<file path="src/rtl/dge_pkg.sv">
`default_nettype none
package dge_pkg;

   typedef enum logic [4:0] {
      ST_LOAD,
      ST_PIV_RD,
      ST_PIV_CHK,
      ST_SRCH_RD,
      ST_SRCH_CHK,
      ST_SWP_RD,
      ST_SWP_WAIT,
      ST_SWP_WR,
      ST_ROW_RD,
      ST_ROW_WAIT,
      ST_DIV,
      ST_UPD_RD,
      ST_UPD_WAIT,
      ST_UPD_MUL,
      ST_UPD_WR,
      ST_DIAG_RD,
      ST_DIAG_WAIT,
      ST_DIAG_MUL,
      ST_DONE,
      ST_SING
   } state_type;

   // Datapath commands from the controller.
   typedef struct packed {
      logic       load_wr;     // write incoming entry at load address
      logic       cap_a;       // capture RAM read data into operand A
      logic       cap_b;       // capture RAM read data into operand B
      logic       div_start;   // start quotient B / A, result into factor
      logic       mul_start;   // start product B * factor (row update)
      logic       acc_start;   // start product acc * A
      logic       wr_upd;      // write A - product at write address
      logic       wr_a;        // write operand A at write address
      logic       wr_b;        // write operand B at write address
      logic       clear_acc;   // reset accumulator, flags
      logic       flip_sign;   // toggle sign flag
      logic       emit;        // present result
      logic       emit_sing;   // present singular result
   } cmd_type;

   typedef struct packed {
      logic a_zero;
      logic div_busy;
      logic mul_busy;
   } status_type;

   localparam logic [63:0] ONE_Q32 = 64'h0000_0001_0000_0000;
   localparam logic [63:0] MAX_S64 = 64'h7FFF_FFFF_FFFF_FFFF;
   localparam logic [63:0] MIN_S64 = 64'h8000_0000_0000_0000;

   function automatic logic [63:0] mag64(input logic [63:0] x);
      return x[63] ? (64'd0 - x) : x;
   endfunction

endpackage
`default_nettype wire

</file>
<file path="src/rtl/dge_ctrl.sv">
`default_nettype none
module dge_ctrl #(
   parameter int N = 4,
   localparam int CELLS = N * N,
   localparam int AW = $clog2(CELLS),
   localparam int IW = $clog2(N)
) (
   input  wire logic                clock,
   input  wire logic                reset,
   input  wire logic                start,
   input  wire dge_pkg::status_type status,
   input  wire logic                div_done,
   input  wire logic                mul_done,
   output logic                     busy,
   output dge_pkg::cmd_type         cmd,
   output logic [AW-1:0]            rd_addr,
   output logic [AW-1:0]            wr_addr
);
   dge_pkg::state_type state_ff, state_in;
   logic [AW:0] cnt_ff, cnt_in;
   logic [IW:0] i_ff, i_in, j_ff, j_in, k_ff, k_in;

   function automatic logic [AW-1:0] addr(input logic [IW:0] r, input logic [IW:0] c);
      return AW'(r[IW-1:0] * N + c[IW-1:0]);
   endfunction

   // Next state and loop counters.
   always_comb begin
      state_in = state_ff;
      cnt_in = cnt_ff; i_in = i_ff; j_in = j_ff; k_in = k_ff;
      case (state_ff)
         dge_pkg::ST_LOAD: begin
            if (start) begin
               cnt_in = cnt_ff + 1'b1;
               if (cnt_ff == (AW+1)'(CELLS - 1)) begin
                  cnt_in = '0; i_in = '0; state_in = dge_pkg::ST_PIV_RD;
               end
            end
         end
         dge_pkg::ST_PIV_RD: state_in = dge_pkg::ST_PIV_CHK;
         dge_pkg::ST_PIV_CHK: begin
            // The pivot read data is captured into a on the edge that ends this state.
            state_in = dge_pkg::ST_SRCH_CHK;
            j_in = i_ff + 1'b1;
         end
         dge_pkg::ST_SRCH_CHK: begin
            if (!status.a_zero) begin
               j_in = i_ff + 1'b1; state_in = dge_pkg::ST_ROW_RD;
            end else if (j_ff == (IW+1)'(N)) state_in = dge_pkg::ST_SING;
            else state_in = dge_pkg::ST_SRCH_RD;
         end
         dge_pkg::ST_SRCH_RD: state_in = dge_pkg::ST_SWP_WAIT;
         dge_pkg::ST_SWP_WAIT: begin
            // The candidate is captured into a and then tested;
            // if nonzero, rows i and j are swapped.
            cnt_in = cnt_ff + 1'b1;
            if (cnt_ff == (AW+1)'(1)) begin
               cnt_in = '0;
               if (!status.a_zero) begin
                  k_in = '0; state_in = dge_pkg::ST_SWP_RD;
               end else begin
                  j_in = j_ff + 1'b1;
                  state_in = (j_ff + 1'b1 == (IW+1)'(N)) ? dge_pkg::ST_SING
                                                         : dge_pkg::ST_SRCH_RD;
               end
            end
         end
         dge_pkg::ST_SWP_RD: state_in = dge_pkg::ST_SWP_WR;   // read row i -> a
         dge_pkg::ST_SWP_WR: begin
            // cnt 0: capture a, read j; 1: capture b; 2: write a to j; 3: write b to i
            cnt_in = cnt_ff + 1'b1;
            if (cnt_ff == (AW+1)'(3)) begin
               cnt_in = '0;
               k_in = k_ff + 1'b1;
               state_in = (k_ff + 1'b1 == (IW+1)'(N)) ? dge_pkg::ST_PIV_RD
                                                      : dge_pkg::ST_SWP_RD;
            end
         end
         dge_pkg::ST_ROW_RD: begin
            if (j_ff == (IW+1)'(N)) begin
               i_in = i_ff + 1'b1;
               state_in = (i_ff + 1'b1 == (IW+1)'(N)) ? dge_pkg::ST_DIAG_RD
                                                      : dge_pkg::ST_PIV_RD;
               k_in = '0;
            end else state_in = dge_pkg::ST_ROW_WAIT;
         end
         dge_pkg::ST_ROW_WAIT: begin
            cnt_in = cnt_ff + 1'b1;
            if (cnt_ff == (AW+1)'(2)) begin
               cnt_in = '0; state_in = dge_pkg::ST_DIV;
            end
         end
         dge_pkg::ST_DIV: begin
            if (div_done) begin
               k_in = i_ff + 1'b1; state_in = dge_pkg::ST_UPD_RD;
            end
         end
         dge_pkg::ST_UPD_RD: begin
            if (k_ff == (IW+1)'(N)) begin
               j_in = j_ff + 1'b1; state_in = dge_pkg::ST_ROW_RD;
            end else state_in = dge_pkg::ST_UPD_WAIT;
         end
         dge_pkg::ST_UPD_WAIT: begin
            cnt_in = cnt_ff + 1'b1;
            if (cnt_ff == (AW+1)'(3)) begin
               cnt_in = '0; state_in = dge_pkg::ST_UPD_MUL;
            end
         end
         dge_pkg::ST_UPD_MUL: begin
            if (mul_done) state_in = dge_pkg::ST_UPD_WR;
         end
         dge_pkg::ST_UPD_WR: begin
            k_in = k_ff + 1'b1; state_in = dge_pkg::ST_UPD_RD;
         end
         dge_pkg::ST_DIAG_RD: begin
            if (k_ff == (IW+1)'(N)) state_in = dge_pkg::ST_DONE;
            else state_in = dge_pkg::ST_DIAG_WAIT;
         end
         dge_pkg::ST_DIAG_WAIT: begin
            cnt_in = cnt_ff + 1'b1;
            if (cnt_ff == (AW+1)'(1)) begin
               cnt_in = '0; state_in = dge_pkg::ST_DIAG_MUL;
            end
         end
         dge_pkg::ST_DIAG_MUL: begin
            if (mul_done) begin
               k_in = k_ff + 1'b1; state_in = dge_pkg::ST_DIAG_RD;
            end
         end
         dge_pkg::ST_DONE: state_in = dge_pkg::ST_LOAD;
         dge_pkg::ST_SING: state_in = dge_pkg::ST_LOAD;
         default: state_in = dge_pkg::ST_LOAD;
      endcase
   end

   // Outputs.
   always_comb begin
      cmd = '0;
      rd_addr = addr(i_ff, i_ff);
      wr_addr = cnt_ff[AW-1:0];
      busy = (state_ff != dge_pkg::ST_LOAD);
      case (state_ff)
         dge_pkg::ST_LOAD: cmd.load_wr = start;
         dge_pkg::ST_PIV_RD: rd_addr = addr(i_ff, i_ff);
         dge_pkg::ST_PIV_CHK: cmd.cap_a = 1'b1;
         dge_pkg::ST_SRCH_CHK: ;
         dge_pkg::ST_SRCH_RD: rd_addr = addr(j_ff, i_ff);
         dge_pkg::ST_SWP_WAIT: cmd.cap_a = ~cnt_ff[0];
         dge_pkg::ST_SWP_RD: rd_addr = addr(i_ff, k_ff);
         dge_pkg::ST_SWP_WR: begin
            case (cnt_ff[1:0])
               2'd0: begin cmd.cap_a = 1'b1; rd_addr = addr(j_ff, k_ff); end
               2'd1: cmd.cap_b = 1'b1;
               2'd2: begin cmd.wr_a = 1'b1; wr_addr = addr(j_ff, k_ff); end
               default: begin
                  cmd.wr_b = 1'b1; wr_addr = addr(i_ff, k_ff);
                  cmd.flip_sign = (k_ff + 1'b1 == (IW+1)'(N));
               end
            endcase
         end
         dge_pkg::ST_ROW_RD: rd_addr = addr(i_ff, i_ff);
         dge_pkg::ST_ROW_WAIT: begin
            // 0: capture pivot into a, read row entry; 1: capture into b; 2: start divide
            case (cnt_ff[1:0])
               2'd0: begin cmd.cap_a = 1'b1; rd_addr = addr(j_ff, i_ff); end
               2'd1: cmd.cap_b = 1'b1;
               default: cmd.div_start = 1'b1;
            endcase
         end
         dge_pkg::ST_DIV: ;
         dge_pkg::ST_UPD_RD: begin
            rd_addr = addr(i_ff, k_ff);
            if (k_ff == (IW+1)'(N)) begin
               cmd.wr_b = 1'b0;
            end
         end
         dge_pkg::ST_UPD_WAIT: begin
            // 0: b <- piv[k], read row[k]; 1: a <- row[k]; 2: start mul; 3: wait
            case (cnt_ff[1:0])
               2'd0: begin cmd.cap_b = 1'b1; rd_addr = addr(j_ff, k_ff); end
               2'd1: cmd.cap_a = 1'b1;
               2'd2: cmd.mul_start = 1'b1;
               default: ;
            endcase
         end
         dge_pkg::ST_UPD_MUL: ;
         dge_pkg::ST_UPD_WR: begin
            cmd.wr_upd = 1'b1; wr_addr = addr(j_ff, k_ff);
         end
         dge_pkg::ST_DIAG_RD: rd_addr = addr(k_ff, k_ff);
         dge_pkg::ST_DIAG_WAIT: begin
            if (cnt_ff[0]) cmd.acc_start = 1'b1;
            else cmd.cap_a = 1'b1;
         end
         dge_pkg::ST_DIAG_MUL: ;
         // The result registers sample the old accumulator and flags on the
         // same edge that returns them to their reset values.
         dge_pkg::ST_DONE: begin cmd.emit = 1'b1; cmd.clear_acc = 1'b1; end
         dge_pkg::ST_SING: begin cmd.emit_sing = 1'b1; cmd.clear_acc = 1'b1; end
         default: ;
      endcase
   end

   always_ff @(posedge clock) begin
      if (reset) begin
         state_ff <= dge_pkg::ST_LOAD;
         cnt_ff <= '0; i_ff <= '0; j_ff <= '0; k_ff <= '0;
      end else begin
         state_ff <= state_in;
         cnt_ff <= cnt_in; i_ff <= i_in; j_ff <= j_in; k_ff <= k_in;
      end
   end

`ifndef SYNTH
   a_load_idle: assert property (@(posedge clock) disable iff (reset)
      (state_ff == dge_pkg::ST_LOAD) |-> !busy)
      else $error("busy while loading");
   a_done_back: assert property (@(posedge clock) disable iff (reset)
      (state_ff == dge_pkg::ST_DONE) |=> (state_ff == dge_pkg::ST_LOAD))
      else $error("no return to load after result");
   a_div_wait: assert property (@(posedge clock) disable iff (reset)
      (state_ff == dge_pkg::ST_DIV) |-> status.div_busy)
      else $error("waiting on idle divider");
`endif
endmodule
`default_nettype wire

</file>
<file path="config.mk">
export PLATFORM = sky130hd
export DESIGN_NAME = dge_ctrl
export DESIGN_NICKNAME = d
export VERILOG_FILES = /design/src/rtl/dge_pkg.sv /design/src/rtl/dge_ctrl.sv
export SDC_FILE = /design/constraint.sdc
export NUM_CORES = 1
export LEC_CHECK = 0
export ABC_CLOCK_PERIOD_IN_PS = 6600
export CAP_MARGIN = 10
export CORE_MARGIN = 1.5
export CORE_UTILIZATION = 40
export CTS_CLUSTER_SIZE = 12
export DETAILED_ROUTE_END_ITERATION = 6
export DONT_BUFFER_PORTS = 1
export PLACE_DENSITY_LB_ADDON = 0.1
export REMOVE_ABC_BUFFERS = 1
export SYNTH_ARGS = -nofsm -noshare
export SYNTH_HDL_FRONTEND = slang
export SYNTH_SLANG_ARGS = --single-unit
</file>
<file path="constraint.sdc">
create_clock -name clock -period 6.6 [get_ports clock]
set_input_delay 0.33 -clock clock [delete_from_list [all_inputs] [get_ports clock]]
set_output_delay 0.33 -clock clock [all_outputs]
set_load 0.01 [all_outputs]
</file>
After elaboration in Yosys (flattened, before gate mapping)
Index checks and enable logic that the tools add are counted.
{ "op_classes": {"addsub": 9, "n_eq_ne": 45, "mux": 68, "bitwise": 1, "reduce_logical": 19} }
{ "ops": {"columns": ["operator", "n"], "rows": [
  ["5-bit two-way mux", 19],
  ["5-bit one-hot mux with 18 select lines", 1],
  ["5-bit by 4-bit equality test with 1-bit output (second input constant)", 9],
  ["3-bit two-way mux", 15],
  ["2-bit != test (second input constant)", 15],
  ["4-bit by 2-bit adder with 4-bit output", 5],
  ["5-bit by 2-bit equality test with 1-bit output (second input constant)", 4],
  ["5-bit by 3-bit equality test with 1-bit output (second input constant)", 4],
  ["5-bit equality test (second input constant)", 4],
  ["4-bit one-hot mux with 5 select lines", 1],
  ["5-bit one-hot mux with 4 select lines", 1],
  ["1-bit two-way mux", 19],
  ["3-bit one-hot mux with 6 select lines", 1],
  ["4-bit two-way mux", 4],
  ["4-bit one-hot mux with 2 select lines", 2],
  ["3-bit equality test (second input constant)", 5],
  ["3-bit one-hot mux with 4 select lines", 1],
  ["2-bit OR reduction", 6],
  ["5-bit by 1-bit equality test with 1-bit output (second input constant)", 2],
  ["10-bit AND reduction", 1],
  ["3-bit by 1-bit adder with 3-bit output (second input constant)", 3],
  ["4-bit nonzero test", 2],
  ["7-bit AND reduction", 1],
  ["3-bit one-hot mux with 2 select lines", 1],
  ["16 further kinds", 16]
]} }
{ "word_totals": {"ff_bits": 19, "inputBits": 8, "output_inout_bits": 22, "word_cells": 147} }

Logic depth before layout (Yosys ltp)
{ "depth": {"ltp_word": 6, "mapped_depth": 9, "mapped_depth_nobuf": 8} }

Worst setup path after synthesis
Ideal clock, no wire load.
{ "synth_path": {"path_kind": "register -> register", "start": "reg cnt_ff[1]", "end": "reg state_ff[1]", "setup_time_ns": 0.123, "arrival_time_ns": 2.151, "required_ns": 6.477, "slack_ns": 4.326, "path_stages_with_launch": 9, "n_path_buf": 1, "period_less_slack_ns": 2.274, "path_cell_list": "dfxtp_1 ha_1 clkbuf_1 and3_2 ha_1 nand2_1 a311o_1 nor2_2 mux2_1"} }
{ "synth_via": {"elab_chain_cells": 3, "word_cells_on_any_way": 11, "classes_between": "eq/ne (10); reduce/logical (1)"} }
{ "synth_rtl": {"columns": ["item", "line_no", "rtl"], "rows": [
  ["start: declaration", "dge_ctrl.sv:20", "logic [AW:0] cnt_ff, cnt_in;"],
  ["start signal: assignment", "dge_ctrl.sv:210", "cnt_ff <= cnt_in; i_ff <= i_in; j_ff <= j_in; k_ff <= k_in;"],
  ["5-bit by 2-bit equality test with 1-bit output, or another cell as far along", "dge_ctrl.sv:89", "if (cnt_ff == (AW+1)'(2)) begin"],
  ["2-bit != test (no line)", null, null],
  ["10-bit AND reduction (no line) (*)", null, null],
  ["end signal: assignment", "dge_ctrl.sv:206", "state_ff <= dge_pkg::ST_LOAD;"],
  ["end signal: assignment", "dge_ctrl.sv:209", "state_ff <= state_in;"],
  ["end: declaration", "dge_ctrl.sv:19", "dge_pkg::state_type state_ff, state_in;"]
]} }
Every way passes the cells marked *; elsewhere a longest branch is shown, timed or not.
A chain may end at the register's enable or synchronous reset.

Worst setup path after layout
{ "layout_path": {"start": "reg state_ff[2]", "end": "out rd_addr[3]"} }
{ "layout_via": {"elab_chain_cells": 3, "word_cells_on_any_way": 10, "classes_between": "eq/ne (7); mux (1); reduce/logical (2)"} }
{ "layout_rtl": {"columns": ["item", "line_no", "rtl"], "rows": [
  ["5-bit by 4-bit equality test with 1-bit output or 5-bit by 3-bit equality test with 1-bit output (tied branches)", "dge_ctrl.sv:142", "case (state_ff)"],
  ["2-bit OR reduction (no line)", null, null],
  ["4-bit one-hot mux with 5 select lines (*)", "dge_ctrl.sv:142", null],
  ["end: declaration", "dge_ctrl.sv:16", "output logic [AW-1:0] rd_addr,"]
]} }
Marked as above.

==> summary.txt <==
Outcome
  – Outcome: complete, no violations

Drt
  – Vias: 2280
  – Drt pass-1 iters: 5
  – Routed len/inst: 18.9 um
  – Post-route ant nets: 0
  – DR vias/cell: 6.32
  – Drc violations: 0
  – Drt total wl: 6840 um
  – Initial DRC Count: 235

STA
  – Post-route setup TNS: 0 ps
  – Setup violators final: 0
  – Final Hold Viols: 0
  – Period utilization: 45.3%
  – Slew at the pin closest to its max-slew limit: 984 ps
  – RSZ-0062 raised after global routing: false
  – Achievable Freq: 0.334 GHz
  – Slew Limit Fails: 0
  – Setup WS post-layout: 3610 ps
  – Fin crit period: 2990 ps
  – Rel. slew slack: 34.3%
  – Worst Skew: 4.33 ps

Final layout
  – Total Nets Final: 313
  – Antenna cells: 0
  – Final core utilization: 42.3%
  – Layout cells sized above 1: 7.61%
  – Synth-to-layout area growth: 2.97%

Logic synthesis
  – Synth area leaders: dfxtp_1 (17%), ha_1 (8.4%), o21ai_0 (4.3%)
  – Post-Syn Area: 2230 sq um
  – Cell taking the most area after synthesis: dfxtp_1
  – Post-Synth XOR/XNOR Area: 0.784%
  – Mean Syn Cell Area: 7.38 sq um
  – Largest family of logic cells by synthesized area: simple AND/OR/NAND/NOR gates
  – Number of synthesized flops with an enable pin: 0
  – Share of the synthesized area in the top cell type: 17.0%
  – Sequential area share after synthesis: 17.0%
  – Synth async-reset ratio: 0%
  – Synth Area in Compound Gates: 28.9%
  – Adder-Cell Fraction of Synth Area: 8.40%
  – Synth Register Bits: 19
  – Netlist cell types: 65
  – Main synth FF type: dfxtp_1
  – Synth Area in Simple Gates: 34.4%
  – Post-Synthesis Cells: 303
  – Yosys warnings: 0
  – Mux cell area share after synthesis: 3.81%

Clock tree
  – # clock sinks: 19
  – Root buffer selected by CTS: clkbuf_8
  – Num CTS Buffers: 3
  – Reg clk slew, reported paths: 80 ps
  – Post-CTS sizing: 0
  – CTS Hold Bufs: 0
  – CTS tree: done
  – H-tree lvl count: 1
  – Post-CTS setup buffers: 0
  – Skew-Pair Late Insertion Delay: 260 ps
  – Clock buffer depth: 2

Critical path
  – R2R Setup Slk: 3970 ps
  – CP delay by family, top: compound AO/OA/AOI/OAI gates
  – Crit. Startpoint: state_ff[2]
  – Crit-path cells: nor2_1 -> o21ai_0 -> o21ai_0 -> a21boi_0 -> a221o_1
  – Crit path launch type: flop
  – Critical path required time: 6270 ps
  – Buf/Inv on CP: 0
  – Critical Path Sink Type: output port
  – Crit Path Category: flop to output port
  – Critical Path AT: 2660 ps
  – Worst reg2reg startpoint: state_ff[2]
  – Most used cell, CP: o21ai_0
  – CP max stage cell: dfxtp_1
  – Crit path max fanout: 31
  – CP max stage delay: 970 ps

Pwr
  – Cell Pwr Density: 97.7 nW/um^2
  – Power Total: 0.000225 W
  – Leakage: 0.852 nW
  – Maximum VDD drop: 0.0000757 V

Placed design
  – Gpl congestion: 0.903
  – Post-DP HPWL: 4990 um
  – IO buf count: 0
  – Worst slack, placed: 3940 ps

Die
  – IO Pins: 30
  – Row count: 27
  – Die height: 77.7 um
  – Die area: 6040 sq um
  – Starting Density: 41.1%
  – Core Area: 5440 sq um
  – Die width: 77.7 um

Global route
  – First-pass GRT wire length: 11100 um
  – Largest net degree at the start of global routing: 37
  – Initial antenna violation count: 0
  – Global route total overflow: 0
  – Gr usage total: 23.4%
  – Vias in the first global route: 2067

Hold path
  – HP Start: reset
  – Worst hold path type: input port to flop

Run
  – Max_cap viols: 0
[power by group]
group | total, W | switching [W] | internal (W) | leakage [nW]
clock | 0.0000857 | 0.0000436 | 0.0000421 | 0.0255
combinational | 0.0000201 | 0.0000133 | 0.00000682 | 0.673
sequential | 0.000119 | 0.00000298 | 0.000116 | 0.154
[layout make-up]
cell class	count	area (sq um)
clock inverter	1	5.00
inverter	15	56.3
timing repair buffer	3	22.5
fill	594	3140
tap	72	90.1
clock buffer	3	41.3
multi-input combinational	248	1710
sequential	19	380
[metrics by stage]
step / instances / hold slack [ps] / instance area (sq um)
2_1_floorplan: 282 / 399 / 2140
3_3_place_gp: 357 / 404 / 2250
3_5_place_dp: 357 / 403 / 2250
4_1_cts: 361 / 114 / 2300
5_1_grt: 361 / 103 / 2300
6_report: 361 / 122 / 2300
[cells by family after synthesis]
logic type / Yosys count
AND/OR/NAND/NOR: 132
AO/OA/AOI/OAI: 91
buffers and inverters: 36
flip-flops: 19
adder cells (fa/ha/maj): 15
multiplexers: 8
XOR/XNOR: 2
[state kept, by name, summed over array words and instances, names as in the netlist]
register and flops:
cnt_ff 5, k_ff 3, j_ff 3, i_ff 3, state_ff 5
[cells in the final DEF (no fill, tap or decap), drive strengths merged, types with 6 or more instances in the layout]
cell | Yosys | routed
o21ai | 19 | 19
and2 | 6 | 6
nand2 | 23 | 23
nor3 | 9 | 9
dfxtp | 19 | 19
nor2b | 8 | 8
nand2b | 6 | 6
a31oi | 10 | 10
nand3b | 9 | 9
and3 | 9 | 9
a21oi | 15 | 15
inv | 15 | 15
nor2 | 24 | 24
nand3 | 9 | 9
ha | 15 | 15
a211oi | 9 | 9
[routing by layer]
metal	GRT usage [%]	up-vias	share of wire, %
met3	4.00	7	8.4
li1	-	1109	-
met5	0	-	0
met4	4.36	0	1.0
met2	36.6	82	46
met1	33.7	1082	45
[final timing paths]
| path | end | depth (start not counted) |
|---|---|---|
| setup / recovery | rd_addr[3] | 5 |
| hold / removal | j_ff[0] | 1 |
| setup reg to reg | k_ff[0] | 5 |
| hold reg to reg | i_ff[2] | 2 |
[synthesized netlist by cell type (3+ instances only)]
cell       n
inv_1     15
nand3b_1   9
nand3_1    9
o31ai_1    5
nand2_1   23
nor3_1     8
o21ai_0   19
or3b_1     3
a211oi_1   9
dfxtp_1   19
nand2b_1   6
a32oi_1    3
a31oi_1   10
nor2_1    23
nor3b_1    3
a22oi_1    3
nor4_1     5
buf_2      5
mux2i_1    4
and2_1     4
a21oi_1   15
and3_1     8
clkbuf_1  15
nor2b_1    8
or3_1      3
ha_1      15
Power figures use the tool's default switching activity.
